--- src/hdl/grc_pkg.sv ---
// shared constants and types of the grid ray caster
// no dependencies
package grc_pkg;
	localparam int FRAC_BITS     = 16;
	localparam int MAP_WIDTH     = 16;
	localparam int MAP_HEIGHT    = 16;
	localparam int SCREEN_WIDTH  = 1080;
	localparam int SCREEN_HEIGHT = 720;

	localparam int POS_W   = 20;
	localparam int VEC_W   = 18;
	localparam int COL_W   = 11;
	localparam int CELL_W  = 4;
	localparam int DIST_W  = 22;
	localparam int TEX_W   = 16;
	localparam int ROW_W   = 16;
	localparam int CFG_IDX_W = 3;

	localparam int DIVD_W = 36;
	localparam int DIVS_W = 34;

	localparam logic [2:0] CFG_PLAYER_X = 3'd0;
	localparam logic [2:0] CFG_PLAYER_Y = 3'd1;
	localparam logic [2:0] CFG_DIR_X    = 3'd2;
	localparam logic [2:0] CFG_DIR_Y    = 3'd3;
	localparam logic [2:0] CFG_PLANE_X  = 3'd4;
	localparam logic [2:0] CFG_PLANE_Y  = 3'd5;

	localparam logic OP_ROW_WRITE = 1'b0;
	localparam logic OP_CAST      = 1'b1;

	typedef struct packed {
		logic              start;
		logic [DIVD_W-1:0] dividend;
		logic [DIVS_W-1:0] divisor;
	} div_req_t;
endpackage

--- src/hdl/grc_map_mem.sv ---
// wall map memory, one row per entry, registered read
// rows never written read as open; uses grc_pkg
module grc_map_mem (
	input  logic                          clk,
	input  logic                          arst_n,
	input  logic                          we,
	input  logic [grc_pkg::CELL_W-1:0]    waddr,
	input  logic [grc_pkg::ROW_W-1:0]     wdata,
	input  logic [grc_pkg::CELL_W-1:0]    raddr,
	output logic [grc_pkg::ROW_W-1:0]     rdata
);
	localparam int DEPTH = grc_pkg::MAP_HEIGHT;

	logic [grc_pkg::ROW_W-1:0] mem [DEPTH];
	logic [DEPTH-1:0]          row_vld_q;
	logic [grc_pkg::ROW_W-1:0] rd_q;
	logic                      rd_vld_q;

	always_ff @(posedge clk) begin
		if (we)
			mem[waddr] <= wdata;
		rd_q <= mem[raddr];
	end

	always_ff @(posedge clk or negedge arst_n) begin
		if (!arst_n) begin
			row_vld_q <= '0;
			rd_vld_q  <= 1'b0;
		end else begin
			if (we)
				row_vld_q[waddr] <= 1'b1;
			rd_vld_q <= row_vld_q[raddr];
		end
	end

	assign rdata = rd_vld_q ? rd_q : '0;
endmodule

--- config.mk ---
export PLATFORM = sky130hd
export DESIGN_NAME = grc_map_mem
export DESIGN_NICKNAME = d
export VERILOG_FILES = /design/src/hdl/grc_pkg.sv /design/src/hdl/grc_map_mem.sv
export SDC_FILE = /design/constraint.sdc
export NUM_CORES = 1
export LEC_CHECK = 0
export ABC_CLOCK_PERIOD_IN_PS = 1280
export BUFFER_PORTS_ARGS = -buffer_cell sky130_fd_sc_hd__buf_2
export CAP_MARGIN = 0
export CORE_ASPECT_RATIO = 2
export CORE_MARGIN = 5
export CORE_UTILIZATION = 30
export CTS_CLUSTER_DIAMETER = 100
export DETAILED_ROUTE_END_ITERATION = 10
export GPL_TIMING_DRIVEN = 0
export PLACE_DENSITY_LB_ADDON = 0.2
export SYNTH_ARGS = -nofsm -noshare
export SYNTH_HDL_FRONTEND = slang
export SYNTH_SLANG_ARGS = --single-unit
--- constraint.sdc ---
create_clock -name clk -period 1.28 [get_ports clk]
set_input_delay 0.192 -clock clk [delete_from_list [all_inputs] [get_ports clk]]
set_output_delay 0.192 -clock clk [all_outputs]
set_load 0.02 [all_outputs]
==> results_dict.tcl <==
set metrics [dict create \
    status "finished with violations" \
    violations "setup timing" \
    hp-class "in2reg" \
    timing.final.ws_setup_ps -304 \
    critPathMaxFanout 10 \
    grt_pass1_vias 5646 \
    die_w_microns 144 \
    port_buffers 40 \
    dpl.cell_count 982 \
    fillers 3225 \
    vias 5081 \
    synth-edff-count 256 \
    dp_hpwl_microns 17400 \
    finalNetCount 604 \
    skew_ps 8.39 \
    area_delta_synth_final_pct 21.4 \
    report.final.slew_viol_count 0 \
    ys_top_cells_by_count "edfxtp_1 (256), mux4_2 (59), a22oi_1 (34)" \
    regArea_sq_mm 0.00843 \
    cts_tree "done" \
    crit_family "flip-flops" \
    start_kind "flip-flop" \
    peakVddDrop_uv 811 \
    p_int_uw 16200 \
    required_ps 1090 \
    setup_violations 26 \
    final_antenna_net_count 0 \
    diodes 0 \
    drt_iter0_drc 376 \
    route.detailed.drc 0 \
    synth.avg_cell_area_sq_um 22.0 \
    crit_type "reg2out" \
    multi_input_area_sq_mm 0.00246 \
    coreArea_sq_mm 0.0357 \
    p_sw_share_pct 21.8 \
    crit_path_end_kind "output pin" \
    cts-root-to-sink-buffers 3 \
    routed_wl_microns 26800 \
    io_pins 43 \
    clkSinkCount 289 \
    grt_start_max_net_pins 18 \
    clockPowerShare_pct 40.7 \
    period_needed_ps 1580 \
    htreeDepth 1 \
    fin_cells 1047 \
    synth_fp_nets 518 \
    globalplace.congestion 0.735 \
    finalCritPeriodShare_pct 124 \
    powerDensity_mw_per_mm2 1580 \
    syn_inst 491 \
    hold_viol_final 0 \
    synth.top_cell.area_share_pct 71.2 \
    synth_cell_types 21 \
    p_seq_share_pct 51.8 \
    critPathBufInv 2 \
    drt_pass1_iterations 4 \
    yosysSeqAreaShare_pct 78.2 \
    path_cells "buf_8 -> and2_1 -> buf_2" \
    insertion_delay_ps 540 \
    clk_pin_slew_ps 70 \
    cts_made_buffers 26 \
    antenna_found_initial 0 \
    async_flop_share_pct 5.88 \
    maxSlewHeadroom_pct 48.2 \
    synth_seq_cells 289 \
    grt_usage_pct 13.6 \
    wl_per_cell_microns 25.6 \
    yosysWarnings 0 \
    grt_pass1_wl_microns 39000 \
    start_util_pct 30.2 \
    yosys.area.top_type "edfxtp_1" \
    critPathSlowestCell "dfrtp_2" \
    row_count 98 \
    synth_area_sq_mm 0.0108 \
    p_switching_uw 4490 \
    dieArea_sq_mm 0.0401 \
    max_freq_mhz 631 \
    drive_above_1_share_pct 42.4 \
    p_comb_share_pct 7.5 \
    critPathMaxStageDelay_ps 410 \
    power_uw 20600 \
    utilization_pct 36.7 \
    maxCapViolCount 0 \
    synth_area_leaders "edfxtp_1 (71%), mux4_2 (12%), dfrtp_1 (3.9%)" \
    worst_pin_slew_ps 775 \
    die_h_microns 278 \
    synth_most_common_cell "edfxtp_1" \
    via_per_inst 4.85 \
    grt-ovfl-total 0 \
    cts_root_buf "clkbuf_16" \
    ys.flop_type "edfxtp_1" \
    rsz0062_at_grt "true" \
    cellLeakagePower_uw 0.00422 \
    crit_arrival_ps 1390 \
]
area by class of cell:
type                            count  share of cell area, %
Buffer                             24                   1.52
Clock buffer                       28                   5.19
Clock inverter                     20                   1.85
Multi-Input combinational cell    178                   18.8
Sequential cell                   289                   64.4
Tap cell                          450                   4.30
Timing Repair Buffer               58                   3.98
repair_timing:
action | 4_1_cts | 5_1_grt
hold endpoints to repair | 17 | 0
resized for setup | 38 | 26
pin swaps | 23 | 15
setup endpoints to repair | 135 | 148
setup buffers | 5 | 11
hold buffers | 1 | 0
cells by family after synthesis:
kind of cell	after synthesis	synth area share [%]
simple gates	76	3.68
buf+inv	24	1.30
flops	289	78.2
mux	68	14.5
compound gates	34	2.37
per-layer routing:
layer  vias to the layer above  routed length (microns)  track usage, %
li1                       2189                        -               -
met5                         -                        0               0
met4                         0                     1280            6.74
met2                       123                    15100            24.9
met3                        54                      881            1.41
met1                      2715                     9560            15.3
power by group through the flow:
stage               logic [uW]  registers [uW]  clock network, uW
CTS                       1500           10700               8610
global placement          1350           10900                  0
global route              1670           10700               8960
floorplan                  825           10800                  0
finish                    1550           10700               8400
detailed placement        1380           10900                  0
state kept, by name (all words and copies together) (netlist names):
signal and count:
mem 256, rd_vld_q 1, row_vld_q 16, rd_q 16
cell usage in the layout (no fill, tap or decap), drive strengths merged, types with 16 or more instances in the layout:
cell type / n
edfxtp: 256
buf: 69
mux4: 68
clkbuf: 40
a22oi: 34
nand2: 18
dfrtp: 17
and2: 17
or2: 16
dfxtp: 16
worst reg2reg max path: cells and delay by family, from the launching register on:
family,cells,cell delay [ps]
flops,1,380
simple gates,1,110
mux,1,500
compound gates,1,290
path summary, 6_finish.rpt:
| kind | endpoint | slack, ps | depth (start not counted) | startpoint |
|---|---|---|---|---|
| max | rdata[6] | -300 | 3 | rd_vld_q$_DFF_PN0_ |
| min | mem[12][15]$_DFFE_PP_ | 40 | 1 | wdata[15] |
| max reg2reg | rd_q[3]$_DFF_P_ | -120 | 3 | mem[7][3]$_DFFE_PP_ |
| min reg2reg | row_vld_q[6]$_DFFE_PN0P_ | 470 | 1 | row_vld_q[6]$_DFFE_PN0P_ |
| max in group asynchronous | rd_vld_q$_DFF_PN0_ | 810 | 2 | arst_n |
| min in group asynchronous | row_vld_q[15]$_DFFE_PN0P_ | 150 | 2 | arst_n |
through the flow:
step           setup slack, ps  hold slack (ps)  TNS [ps]  area [sq um]
6_report                  -304             37.9     -5160         13100
2_1_floorplan             -252             -104    -18730         10900
4_1_cts                   -359             10.9     -6370         12900
3_5_place_dp             -1110              142   -187230         11700
5_1_grt                   -352             20.9     -6640         13100
3_3_place_gp             -1120              131   -182680         11700
(Power assumes the default switching activity.)
