$ cat src/hdl/grc_pkg.sv
// shared constants and types of the grid ray caster
// no dependencies
package grc_pkg;
	localparam int FRAC_BITS     = 16;
	localparam int MAP_WIDTH     = 16;
	localparam int MAP_HEIGHT    = 16;
	localparam int SCREEN_WIDTH  = 1080;
	localparam int SCREEN_HEIGHT = 720;

	localparam int POS_W   = 20;
	localparam int VEC_W   = 18;
	localparam int COL_W   = 11;
	localparam int CELL_W  = 4;
	localparam int DIST_W  = 22;
	localparam int TEX_W   = 16;
	localparam int ROW_W   = 16;
	localparam int CFG_IDX_W = 3;

	localparam int DIVD_W = 36;
	localparam int DIVS_W = 34;

	localparam logic [2:0] CFG_PLAYER_X = 3'd0;
	localparam logic [2:0] CFG_PLAYER_Y = 3'd1;
	localparam logic [2:0] CFG_DIR_X    = 3'd2;
	localparam logic [2:0] CFG_DIR_Y    = 3'd3;
	localparam logic [2:0] CFG_PLANE_X  = 3'd4;
	localparam logic [2:0] CFG_PLANE_Y  = 3'd5;

	localparam logic OP_ROW_WRITE = 1'b0;
	localparam logic OP_CAST      = 1'b1;

	typedef struct packed {
		logic              start;
		logic [DIVD_W-1:0] dividend;
		logic [DIVS_W-1:0] divisor;
	} div_req_t;
endpackage

$ cat src/hdl/grc_divider.sv
// shared unsigned restoring divider, one quotient bit per cycle
// uses grc_pkg
module grc_divider (
	input  logic                          clk,
	input  logic                          arst_n,
	input  grc_pkg::div_req_t             req,
	output logic                          done,
	output logic [grc_pkg::DIVD_W-1:0]    quot
);
	localparam int DW = grc_pkg::DIVD_W;
	localparam int SW = grc_pkg::DIVS_W;
	localparam int CW = $clog2(DW + 1);

	logic [CW-1:0] cnt_q;
	logic [SW:0]   rem_q;
	logic [DW-1:0] quot_q;
	logic [SW-1:0] divisor_q;
	logic          done_q;
	logic [SW:0]   trial;
	logic          qbit;

	assign trial = {rem_q[SW-1:0], quot_q[DW-1]};
	assign qbit  = trial >= {1'b0, divisor_q};

	always_ff @(posedge clk or negedge arst_n) begin
		if (!arst_n) begin
			cnt_q  <= '0;
			done_q <= 1'b0;
		end else begin
			done_q <= 1'b0;
			if (req.start) begin
				cnt_q <= CW'(DW);
			end else if (cnt_q != '0) begin
				cnt_q <= cnt_q - 1'b1;
				if (cnt_q == CW'(1))
					done_q <= 1'b1;
			end
		end
	end

	always_ff @(posedge clk) begin
		if (req.start) begin
			rem_q     <= '0;
			quot_q    <= req.dividend;
			divisor_q <= req.divisor;
		end else if (cnt_q != '0) begin
			rem_q  <= qbit ? (trial - {1'b0, divisor_q}) : trial;
			quot_q <= {quot_q[DW-2:0], qbit};
		end
	end

	assign done = done_q;
	assign quot = quot_q;
endmodule

$ cat config.mk
export PLATFORM = sky130hd
export DESIGN_NAME = grc_divider
export DESIGN_NICKNAME = d
export VERILOG_FILES = /design/src/hdl/grc_pkg.sv /design/src/hdl/grc_divider.sv
export SDC_FILE = /design/constraint.sdc
export NUM_CORES = 1
export LEC_CHECK = 0
export ABC_AREA = 1
export BUFFER_PORTS_ARGS = -buffer_cell sky130_fd_sc_hd__buf_4
export CAP_MARGIN = 20
export CORE_UTILIZATION = 34
export DETAILED_ROUTE_END_ITERATION = 12
export GPL_TIMING_DRIVEN = 1
export PLACE_DENSITY = 0.58
export SYNTH_ARGS = -nofsm -noshare
export SYNTH_HDL_FRONTEND = slang
export SYNTH_SLANG_ARGS = --single-unit
export TNS_END_PERCENT = 1
$ cat constraint.sdc
create_clock -name clk -period 6 [get_ports clk]
set_input_delay 0.3 -clock clk [delete_from_list [all_inputs] [get_ports clk]]
set_output_delay 0.3 -clock clk [all_outputs]
set_load 0.02 [all_outputs]
==> results of run 1 <==
==> per-stage QoR <==
stage / setup slack, ns / power (mW) / std cells / instance area [sq um]
after CTS: 3.17 / 3.22 / 1408 / 8650
after floorplan: 3.83 / 2.19 / 1025 / 7270
final: 3.25 / 3.18 / 1408 / 8650
after global placement: 2.85 / 2.55 / 1390 / 8310
after global routing: 3.00 / 3.47 / 1408 / 8650
after detailed placement: 3.13 / 2.56 / 1391 / 8340
==> kinds of logic after synthesis <==
logic type               Yosys count
buffers and inverters            201
adder cells (fa/ha/maj)           37
AND/OR/NAND/NOR                  606
flip-flops                       111
AO/OA/AOI/OAI                     48
XOR/XNOR                          22
==> flip-flops by register name, indices dropped and copies added (netlist names) <==
name       flops
quot          36
done           1
divisor_q     34
cnt_q          6
rem_q         34
==> final cells by class <==
type	count	area (sq um)
clock inverter	7	77.6
inverter	179	672
sequential	111	2960
multi-input combinational	713	3500
fill	2215	12400
clock buffer	9	225
tap	275	344
timing repair buffer	114	878
==> layer usage <==
layer  track usage  wire length (microns)  vias up
li1              -                      -     3380
met5             0                      0        -
met4        0.0505                    277        0
met1         0.238                   9060     2889
met3        0.0494                   1200       14
met2         0.295                   8350      147
==> repair_timing <==
action,in CTS,in global routing
buffers inserted,0,0
hold endpoints to repair,7,0
hold buffers,1,0
==> report_power, final <==
group | switching (mW) | internal (mW) | leakage (nW)
Clock | 0.331 | 0.301 | 0.152
Combinational | 0.938 | 0.567 | 3.38
Sequential | 0.0871 | 0.955 | 1.10
Total | 1.36 | 1.82 | 4.63
==> Yosys cell counts (all sizes together), types with 3 or more instances <==
cell type,instances
a21oi,19
nor3,9
nand3b,22
xor2,5
nand4,4
o21bai,3
nand2,441
inv,178
edfxtp,70
dfxtp,34
o21ai,21
buf,13
clkbuf,9
dfrtp,7
nand3,72
ha,36
xnor2,17
nor2,57
==> cells in the final DEF, fill, tap and decap left out, drive strengths merged, types with 17 or more instances in the layout <==
cell type / n
ha: 36
xnor2: 17
nand3b: 22
nand2: 441
nor2: 57
a21oi: 19
edfxtp: 70
buf: 113
nand3: 72
inv: 183
dfxtp: 34
o21ai: 21
==> how the worst max path moves through the flow <==
stage / from / cells past startpoint / endpoint
6_report: divisor_q[32] / 12 / rem_q[29]
2_1_floorplan: quot[35] / 18 / rem_q[30]
3_5_place_dp: req[70] / 8 / rem_q[0]
3_3_place_gp: req[70] / 9 / rem_q[33]
4_1_cts: divisor_q[32] / 12 / rem_q[30]
5_1_grt: divisor_q[32] / 12 / rem_q[29]
==> worst max-delay path, stage by stage (launching register included) <==
cell	delay, ns
sky130_fd_sc_hd__edfxtp_1	0.33
sky130_fd_sc_hd__inv_1	0.04
sky130_fd_sc_hd__ha_1	0.37
sky130_fd_sc_hd__a21o_1	0.22
sky130_fd_sc_hd__a211oi_1	0.22
sky130_fd_sc_hd__nand2_1	0.12
sky130_fd_sc_hd__nor2_4	0.42
sky130_fd_sc_hd__buf_4	0.38
sky130_fd_sc_hd__nand2_8	0.20
sky130_fd_sc_hd__nand2_1	0.13
sky130_fd_sc_hd__nand2_1	0.05
sky130_fd_sc_hd__nand2_1	0.05
sky130_fd_sc_hd__nand2_1	0.06
==> summary.md, run 1 <==
| Metric | Value |
|---|---|
| XOR/XNOR Fraction of Synth Area | `0.0265` |
| Final Slew Violations | `0` |
| Number of warnings printed during yosys synthesis | `0` |
| Post-cts gate resize count | `0` |
| Number of enable flip-flop cells after synthesis | `70` |
| Dominant combinational cell family by area after synthesis | `simple AND/OR/NAND/NOR gates` |
| Number of antenna violations at the first check in global routing | `0` |
| Worst VDD drop | `between 0.15 and 0.2 mV` |
| Kind of end point of the critical path | `flip-flop` |
| Final critical path time including I/O delays and setup | `2.75 ns` |
| Core region area | `21,000 sq um` |
| Initial core utilization | `0.346` |
| I/O pin count | `110` |
| Critical path required time | `between 6 and 7 ns` |
| Maximum fanout encountered on the critical timing path | `34` |
| Number of different library cells in the post-synthesis netlist | `40` |
| Post-Synthesis Net Count | `roughly 1.1k` |
| Antenna cell count | `0` |
| First-pass GRT wire length | `31,500 microns` |
| Category of the worst setup path launch point | `flip-flop` |
| Overall global routing resource usage | `0.182` |
| Sink Count | `111` |
| Number of stages on the worst hold path | `1` |
| IO Port Bufs | `about 110` |
| Multiplexer fraction of the synthesized cell area | `0` |
| Die Y | `148 microns` |
| Highest clock frequency the design can meet | `about 0.36 GHz` |
| First-pass DRT Iterations | `5` |
| Antenna violation net count after detailed routing | `0` |
| Status | `complete, no violations` |
| Number of maximum-capacitance violations | `0` |
| Cell count after synthesis | `between 1k and 1.5k` |
| Fraction of the mapped netlist area in compound gates | `0.0380` |
| Worst min path class | `in -> reg` |
| Netlist area before placement | `slightly above 7000 sq um` |
| Leading area contributor after synthesis | `sky130_fd_sc_hd__edfxtp_1` |
| Root buffer selected by CTS | `sky130_fd_sc_hd__clkbuf_16` |
| Mapped Avg Cell Area | `between 7 and 8 sq um` |
| Clock skew after layout | `0.0113 ns` |
| Number of H-tree levels | `3` |
| WP data arrival | `3.01 ns` |
| Hold endpoint | `divisor_q[15]` |
| Actual slew at the worst max-slew pin | `0.874 ns` |
| Accumulated negative setup slack | `0 ns` |
| Portion of the post-synthesis area used by sequential elements | `0.407` |
| Post-route clock period utilization | `0.458` |
| DRC | `0` |
| Startpoint of the lowest-slack hold path | `req[15]` |
| Largest buffer count on any clock path | `2` |
| CTS clock-pin slew for the worst setup and hold paths | `0.09 ns` |
| Post-DP HPWL | `14,400 microns` |
| Synth Register Bits | `111` |
| Startpoint of the worst-slack reg-to-reg timing path | `divisor_q[32]` |
| Wire length per cell | `13.4 microns` |
| Total number of vias | `around 6.4k` |
| Final Core Density | `0.412` |
| Number of violations reported at the end of detailed-routing iteration 0 | `about 260` |
| Count of standard-cell rows | `53` |
| Setup slack of the worst register-to-register path | `3.25 ns` |
| Fraction of the mapped netlist area in simple logic gates | `0.352` |
| Clock insertion delay at the later pin of the skew report | `0.37 ns` |
| Predominant post-synthesis flop cell | `sky130_fd_sc_hd__edfxtp_1` |
| Total Nets Final | `1,238` |
| Depth of the most critical reg-to-reg path | `12` |
| Die area | `22,000 sq um` |
| Proportion of register bits with asynchronous set or reset after synthesis | `0.0631` |
| Unrepaired setup endpoints after global routing | `no` |
| Vias in the first global route | `6,291` |
| Area share of the largest cell type after synthesis | `0.289` |
| Number of buffers inserted during clock tree synthesis | `9` |
| Maximum number of pins on one net before global-route repair | `74` |
| TritonCTS clock tree | `yes` |
| Leakage power of the design | `4.63 nW` |
| Total power per unit cell area | `around 370 nW/um^2` |
| Final worst hold slack | `0.103 ns` |
| Synth top area cells | `sky130_fd_sc_hd__edfxtp_1 29%, sky130_fd_sc_hd__nand2_1 23%, sky130_fd_sc_hd__dfxtp_1 9.4%, sky130_fd_sc_hd__inv_1 9.0%, sky130_fd_sc_hd__ha_1 6.2%` |
| Horizontal die dimension | `between 100 and 150 microns` |
| Final GP Congestion | `0.939` |
| Worst reg2reg endpoint | `rem_q[29]` |
| Layout overhead on the synthesized area | `19.1%` |
| Routed Wire Length | `roughly 19,000 microns` |
| Slew HR | `0.418` |
| Finish-stage setup viols | `0` |
| Critical Setup Path Class | `reg -> reg` |
| Adder-Cell Fraction of Synth Area | `0.0647` |
| Via density per instance | `4.57` |
| Global-route congestion overflow total | `0` |
| Share of post-route cells with drive strength above 1 | `0.135` |
| Endpoints failing hold | `0` |
Note: power is estimated with default switching activity, not from simulation.
==> run 2, diff against run 1 <==
--- a/config.mk
+++ b/config.mk
@@ -5,13 +5,13 @@
 export SDC_FILE = /design/constraint.sdc
 export NUM_CORES = 1
 export LEC_CHECK = 0
-export ABC_AREA = 1
+export ABC_AREA = 0
 export BUFFER_PORTS_ARGS = -buffer_cell sky130_fd_sc_hd__buf_4
 export CAP_MARGIN = 20
 export CORE_UTILIZATION = 34
 export DETAILED_ROUTE_END_ITERATION = 12
 export GPL_TIMING_DRIVEN = 1
-export PLACE_DENSITY = 0.58
+export PLACE_DENSITY = 0.61
 export SYNTH_ARGS = -nofsm -noshare
 export SYNTH_HDL_FRONTEND = slang
 export SYNTH_SLANG_ARGS = --single-unit
==> constraint.sdc (replaced) <==
create_clock -name clk -period 2.5 [get_ports clk]
set_input_delay 0.125 -clock clk [delete_from_list [all_inputs] [get_ports clk]]
set_output_delay 0.125 -clock clk [all_outputs]
set_load 0.02 [all_outputs]
==> run 2 against run 1 <==
  * The run now ends with negative setup slack left
  * Non-clock buffer count grew 163
  * Register-to-register slack lost 3.6 ns
  * Fmax shrank 4.3%
  * Worst setup slack lost 3.6 ns
  * Combinational power grew to 3.9 times the previous value
  * Sequential power grew to 2.5 times the previous value
  * Clock skew grew 0.0074 ns
  * Largest cell class unchanged
  * Highest routed layer unchanged
==> summary.md, run 2 <==
| Metric | Value |
|---|---|
| Critical path required time | `2.75 ns` |
| Sink Count | `111` |
| First-pass GRT wire length | `~28,000 microns` |
| Synth top area cells | `sky130_fd_sc_hd__edfxtp_1 33%, sky130_fd_sc_hd__dfxtp_1 11%, sky130_fd_sc_hd__ha_1 7.1%, sky130_fd_sc_hd__mux2_2 6.4%, sky130_fd_sc_hd__nor2_1 3.8%` |
| DRC | `0` |
| Endpoints failing hold | `0` |
| Wire length per cell | `around 15 microns` |
| Horizontal die dimension | `139 microns` |
| Global-route congestion overflow total | `0` |
| Leading cell type in the layout, fill and taps excluded | `sky130_fd_sc_hd__buf_4` |
| Final Slew Violations | `0` |
| Die area | `about 19,000 sq um` |
| Number of antenna violations at the first check in global routing | `0` |
| Multiplexer fraction of the synthesized cell area | `0.0685` |
| Layout overhead on the synthesized area | `47.0%` |
| Adder-Cell Fraction of Synth Area | `0.0740` |
| Dominant combinational cell family by area after synthesis | `compound AO/OA/AOI/OAI gates` |
| Maximum fanout encountered on the critical timing path | `4` |
| IO Port Bufs | `109` |
| Finish-stage setup viols | `35` |
| Top library cells by usage in the layout, fill and taps aside | `231 x sky130_fd_sc_hd__buf_4, 70 x sky130_fd_sc_hd__edfxtp_1, 63 x sky130_fd_sc_hd__nor2_1` |
| WP data arrival | `3.12 ns` |
| Number of enable flip-flop cells after synthesis | `70` |
| Netlist area before placement | `6350 sq um` |
| Via density per instance | `between 4 and 5` |
| I/O pin count | `110` |
| CTS clock-pin slew for the worst setup and hold paths | `0.10 ns` |
| Total power per unit cell area | `approximately 1100 nW/um^2` |
| Status | `finished with violations` |
| Synth Register Bits | `~110` |
| Core region area | `18,100 sq um` |
| Number of buffers inserted during clock tree synthesis | `9` |
| Clock skew after layout | `0.0187 ns` |
| Slew HR | `0.678` |
| Antenna violation net count after detailed routing | `0` |
| Worst VDD drop | `0.544 mV` |
| Area share of the largest cell type after synthesis | `0.331` |
| Final GP Congestion | `0.817` |
| Post-Synthesis Net Count | `745` |
| Clock insertion delay at the later pin of the skew report | `0.37 ns` |
| Number of different library cells in the post-synthesis netlist | `59` |
| Root buffer selected by CTS | `sky130_fd_sc_hd__clkbuf_16` |
| Number of warnings printed during yosys synthesis | `0` |
| Leakage power of the design | `around 4.2 nW` |
| Mapped Avg Cell Area | `between 10 and 15 sq um` |
| First-pass DRT Iterations | `5` |
| Violations in the final reports | `negative setup slack` |
| Cell count after synthesis | `between 600 and 700` |
| Final critical path time including I/O delays and setup | `2.87 ns` |
| Total number of vias | `5,586` |
| Kind of end point of the critical path | `flip-flop` |
| Synth cell count leaders | `70 x sky130_fd_sc_hd__edfxtp_1, 65 x sky130_fd_sc_hd__nor2_1, 48 x sky130_fd_sc_hd__inv_1` |
| Final setup slack of the worst path | `-0.371 ns` |
| Number of violations reported at the end of detailed-routing iteration 0 | `307` |
| Worst min path class | `in -> reg` |
| Post-route clock period utilization | `1.15` |
| Number of H-tree levels | `3` |
| Final Core Density | `0.515` |
| Routed Wire Length | `between 15,000 and 20,000 microns` |
| Portion of the post-synthesis area used by sequential elements | `0.465` |
| XOR/XNOR Fraction of Synth Area | `0.0441` |
| Count of standard-cell rows | `49` |
| Total Nets Final | `998` |
| Flip-flop count of the largest register, all copies and words added | `36` |
| Share of post-route cells with drive strength above 1 | `0.381` |
| Highest clock frequency the design can meet | `0.348 GHz` |
| Fraction of the mapped netlist area in compound gates | `0.170` |
| Initial core utilization | `0.350` |
| Number of maximum-capacitance violations | `0` |
| Critical Setup Path Class | `reg -> reg` |
| Overall global routing resource usage | `0.180` |
| Antenna cell count | `0` |
| Unrepaired setup endpoints after global routing | `yes` |
| Maximum number of pins on one net before global-route repair | `62` |
| Largest buffer count on any clock path | `2` |
| Most frequently used cell type in the post-synthesis netlist | `sky130_fd_sc_hd__edfxtp_1` |
| TritonCTS clock tree | `yes` |
| Accumulated negative setup slack | `-6.72 ns` |
| Leading area contributor after synthesis | `sky130_fd_sc_hd__edfxtp_1` |
| Category of the worst setup path launch point | `flip-flop` |
| Sum of internal, switching and leakage power | `between 9 and 10 mW` |
| Die Y | `~140 microns` |
| Actual slew at the worst max-slew pin | `0.481 ns` |
| Fraction of the mapped netlist area in simple logic gates | `0.126` |
| Proportion of register bits with asynchronous set or reset after synthesis | `0.0631` |
| Post-DP HPWL | `12,000 microns` |
| Predominant post-synthesis flop cell | `sky130_fd_sc_hd__edfxtp_1` |
| Vias in the first global route | `5,750` |
## run 2: changes by cell type in the layout (fill, tap and decap cells not counted), sizes merged, moves of 9 or more
cell         delta
o211ai          +9
a21oi          +28
a21o           +12
xor2           +15
nor3           +15
nand3b         -21
inv           -132
nand2         -405
buf           +129
a211oi         +23
mux2           +36
nand3          -57
dlygate4sd3    +34
## run 2: timing repair
| item | CTS | global route |
|---|---|---|
| gates cloned | 1 | 0 |
| hold buffers | 35 | 0 |
| endpoints found under the hold margin | 41 | 0 |
| resized for setup | 29 | 26 |
| setup endpoints to repair | 35 | 35 |
| pin swaps | 21 | 17 |
| setup buffers | 7 | 1 |
## run 2: cell type report
cell class	count	area (sq um)
fillers	1683	8800
flip-flops and latches	111	2960
clock inverters	7	101
multi-input cells	441	3310
repair buffers	277	2280
clock buffers	9	225
inverters	48	180
well taps	229	287
## run 2: metrics by stage
stage / setup slack, ns / hold WS [ns] / cells / cell area (sq um)
CTS: -0.330 / 0.0296 / 1121 / 9210
detailed placement: -0.410 / -0.0571 / 1062 / 8310
global route: -0.508 / 0.0266 / 1122 / 9340
finish: -0.371 / 0.0433 / 1122 / 9340
floorplan: -0.250 / -0.171 / 635 / 6380
global placement: -0.360 / -0.0554 / 1062 / 8310
## run 2: cell families (layout without fill, tap and decap cells)
family | Yosys count | in the layout
flops | 111 | 111
xor+xnor | 32 | 32
compound gates | 159 | 159
mux | 39 | 39
fa+ha+maj | 37 | 37
simple gates | 174 | 174
buf+inv | 83 | 341
## run 2: worst paths after layout
path                       startpoint        end  slack [ns]  cells after the start
setup reg to reg             quot[35]  rem_q[26]       -0.37                     13
max in group asynchronous      arst_n   cnt_q[1]        2.28                      2
min in group asynchronous      arst_n   cnt_q[3]        0.10                      2
hold reg to reg             rem_q[30]  rem_q[30]        0.52                      2
hold / removal                req[60]   quot[26]        0.04                      2
setup / recovery             quot[35]  rem_q[26]       -0.37                     13
## run 2: layer usage
layer,GRT usage,vias to the layer above,part of all wire
li1,-,2826,-
met1,0.229,2616,0.46
met2,0.306,127,0.48
met3,0.0456,17,0.052
met4,0.0409,0,0.012
met5,0,-,0
## run 2: worst max-delay path, cell delays in order, from the launching register on
cell and delay (ns):
sky130_fd_sc_hd__edfxtp_1 0.39, sky130_fd_sc_hd__inv_1 0.07, sky130_fd_sc_hd__ha_2 0.18, sky130_fd_sc_hd__inv_2 0.04, sky130_fd_sc_hd__fa_2 0.34, sky130_fd_sc_hd__a21o_1 0.19
sky130_fd_sc_hd__a31o_4 0.25, sky130_fd_sc_hd__a2111oi_4 0.44, sky130_fd_sc_hd__nor3_2 0.08, sky130_fd_sc_hd__nor2_1 0.16, sky130_fd_sc_hd__o21ai_2 0.09, sky130_fd_sc_hd__a31oi_1 0.23
sky130_fd_sc_hd__xor2_1 0.18, sky130_fd_sc_hd__o211ai_1 0.11
## run 2: power breakdown
group	switching, mW	internal [mW]
clock	0.807	0.737
combinational	2.83	2.96
sequential	0.254	2.36
total	3.89	6.06
==> run 3, diff against run 2 <==
--- a/config.mk
+++ b/config.mk
@@ -6,12 +6,13 @@
 export NUM_CORES = 1
 export LEC_CHECK = 0
 export ABC_AREA = 0
-export BUFFER_PORTS_ARGS = -buffer_cell sky130_fd_sc_hd__buf_4
+export BUFFER_PORTS_ARGS = -buffer_cell sky130_fd_sc_hd__buf_2
 export CAP_MARGIN = 20
 export CORE_UTILIZATION = 34
 export DETAILED_ROUTE_END_ITERATION = 12
 export GPL_TIMING_DRIVEN = 1
 export PLACE_DENSITY = 0.61
+export SKIP_LAST_GASP = 1
 export SYNTH_ARGS = -nofsm -noshare
 export SYNTH_HDL_FRONTEND = slang
 export SYNTH_SLANG_ARGS = --single-unit
==> run 3 against run 2 <==
  * The run still ends with negative setup slack left
  * Clock skew decreased by 0.0066 ns
  * Global-route usage shrank 0.16 points
  * Combinational power is 0.9% lower
  * Final cell count is 1.3% higher
  * Fmax is 0.96% higher
  * Sequential share of layout area is 0.91 points higher
  * Die area unchanged
  * Total power about the same
  * Largest cell class unchanged
==> summary.md, run 3 (synthesized netlist as in run 2, its figures left out) <==
| Metric | Value |
|---|---|
| Accumulated negative setup slack | `-8.98 ns` |
| Total number of vias | `5,656` |
| Post-route clock period utilization | `1.14` |
| Count of standard-cell rows | `49` |
| Number of maximum-capacitance violations | `0` |
| Layout overhead on the synthesized area | `42.9%` |
| Number of antenna violations at the first check in global routing | `1` |
| Initial core utilization | `0.350` |
| Status | `finished with violations` |
| Horizontal die dimension | `~140 microns` |
| Global Route met1 Usage | `0.228` |
| Fraction of met2 tracks used by global routing | `0.296` |
| Setup slack of the worst register-to-register path | `-0.34 ns` |
| Net switching power of the design | `roughly 3.8 mW` |
| Worst VDD drop | `0.528 mV` |
| Leakage power of the design | `4.12 nW` |
| Endpoints failing hold | `0` |
| Final GP Congestion | `0.827` |
| Number of H-tree levels | `3` |
| Startpoint of the worst-slack reg-to-reg timing path | `divisor_q[4]` |
| Maximum number of pins on one net before global-route repair | `44` |
| Slowest cell delay on critical path | `0.47 ns` |
| Die Y | `roughly 140 microns` |
| Clock skew after layout | `0.0121 ns` |
| Root buffer selected by CTS | `sky130_fd_sc_hd__clkbuf_16` |
| Final design instance area without fill | `9080 sq um` |
| I/O pin count | `110` |
| First-pass DRT Iterations | `4` |
| Kind of end point of the critical path | `flip-flop` |
| Worst min path class | `in -> reg` |
| WP data arrival | `3.08 ns` |
| Share of post-route cells with drive strength above 1 | `0.370` |
| IO Port Bufs | `109` |
| Unrepaired setup endpoints after global routing | `yes` |
| Antenna cell count | `0` |
| Category of the worst setup path launch point | `flip-flop` |
| Total power per unit cell area | `1090 nW/um^2` |
| Placed Cells | `1,068` |
| Gate family responsible for the most delay along the worst path | `compound AO/OA/AOI/OAI gates` |
| Highest-utilization routing layer at the global route stage | `met2` |
| Number of non-filler instances in the completed layout | `1,137` |
| Worst reg2reg endpoint | `rem_q[30]` |
| Violations in the final reports | `negative setup slack` |
| Final Core Density | `0.500` |
| Via density per instance | `4.97` |
| Flip-flop count of the largest register, all copies and words added | `36` |
| Fill cell total of the finished layout | `1,670` |
| Maximum fanout encountered on the critical timing path | `10` |
| Core region area | `18,100 sq um` |
| Depth of the most critical reg-to-reg path | `14` |
| GR Util met3 | `0.0401` |
| Antenna violation net count after detailed routing | `0` |
| Leading cell type in the layout, fill and taps excluded | `sky130_fd_sc_hd__buf_4` |
| Overall global routing resource usage | `0.178` |
| Critical Setup Path Class | `reg -> reg` |
| First-pass GRT wire length | `around 28,000 microns` |
| Final worst hold slack | `0.0473 ns` |
| Global-route congestion overflow total | `0` |
| CTS clock-pin slew for the worst setup and hold paths | `0.09 ns` |
| Final Slew Violations | `0` |
| Dpl ws | `-0.361 ns` |
| Sum of buffers and inverters on the critical path | `5` |
| Hold endpoint | `quot[4]` |
| Routed Wire Length | `about 17,000 microns` |
| TritonCTS clock tree | `yes` |
| Number of buffers inserted during clock tree synthesis | `9` |
| Top library cells by usage in the layout, fill and taps aside | `142 x sky130_fd_sc_hd__buf_4, 108 x sky130_fd_sc_hd__buf_2, 70 x sky130_fd_sc_hd__edfxtp_1` |
| Most prevalent standard cell on the critical path | `sky130_fd_sc_hd__buf_4` |
| Startpoint of the lowest-slack hold path | `req[38]` |
| Actual slew at the worst max-slew pin | `0.544 ns` |
| Final setup slack of the worst path | `-0.343 ns` |
| Sequential cell area | `2960 sq um` |
| Power share of the clock group | `0.160` |
| Internal portion of total power | `slightly above 6 mW` |
| Placed standard-cell area | `8080 sq um` |
| Register share of total power | `0.263` |
| Finish-stage setup viols | `35` |
| Sum of internal, switching and leakage power | `between 9 and 10 mW` |
| Vias in the first global route | `5,837` |
| Cell-by-cell listing of the critical path | `inv_1, ha_4, o211ai_1, a21oi_2, buf_4, o21ai_2, a2111o_1, a21oi_4, a31oi_4, buf_4, buf_12, buf_16, o21ai_0, a221oi_2` |
| Sink Count | `111` |
| Clock insertion delay at the later pin of the skew report | `~0.37 ns` |
| Slew HR | `0.637` |
| Largest buffer count on any clock path | `2` |
| Number of stages on the worst hold path | `2` |
| Wire length per cell | `between 10 and 15 microns` |
| DRC | `0` |
| Final critical path time including I/O delays and setup | `2.84 ns` |
| Total Nets Final | `1,013` |
| Die area | `~19,000 sq um` |
| Sw Share | `0.381` |
| Highest clock frequency the design can meet | `0.352 GHz` |
| Number of violations reported at the end of detailed-routing iteration 0 | `between 300 and 400` |
| Critical path required time | `2.74 ns` |
| Post-DP HPWL | `11,900 microns` |
| Crit path max-delay cell type | `sky130_fd_sc_hd__a2111o_1` |
| Area occupied by multi-input gates | `approximately 3200 sq um` |
| Comb pwr share | `0.577` |
[run 3: worst register-to-register path, delay by kind of cell, from the launching register on]
family                   cells  cell delay [ns]
AO/OA/AOI/OAI                8             1.45
flip-flops                   1             0.33
adder cells (fa/ha/maj)      1             0.28
buffers and inverters        5             0.64
[run 3: per-layer routing]
metal	part of all wire	wire length (microns)
met4	0.014	242
met3	0.056	953
met5	0.00059	10
met2	0.47	7890
met1	0.46	7810
[run 3: cell type report]
| cell class | count | area share |
|---|---|---|
| repair buffers | 292 | 0.232 |
| well taps | 229 | 0.0316 |
| flip-flops and latches | 111 | 0.326 |
| clock buffers | 9 | 0.0248 |
| multi-input cells | 441 | 0.354 |
| clock inverters | 7 | 0.0116 |
| inverters | 48 | 0.0198 |
[run 3: how the worst max path moves through the flow]
stage                       from   endpoint  slack, ns  depth (start not counted)
floorplan               quot[35]  rem_q[26]      -0.25                         13
global placement    divisor_q[4]  rem_q[29]      -0.27                         11
detailed placement  divisor_q[4]  rem_q[26]      -0.36                         12
CTS                     quot[35]  rem_q[30]      -0.27                         13
global route            quot[35]  rem_q[28]      -0.49                         13
finish              divisor_q[4]  rem_q[30]      -0.34                         14
[run 3: power by group through the flow]
stage               sequential (mW)  combinational (mW)  clock [mW]
finish                         2.61                5.74        1.59
floorplan                      2.72                2.87           0
detailed placement             2.63                5.00           0
global route                   2.66                6.27        1.70
global placement               2.63                4.98           0
CTS                            2.61                5.47        1.64
[run 3: repair_timing]
item                                    CTS  global route
hold buffers                             35             0
endpoints found under the hold margin    41             0
pin swaps                                12             7
setup buffers                            11             5
endpoints found under the setup margin   35            35
resized for setup                        16             8
gates cloned                              1             1
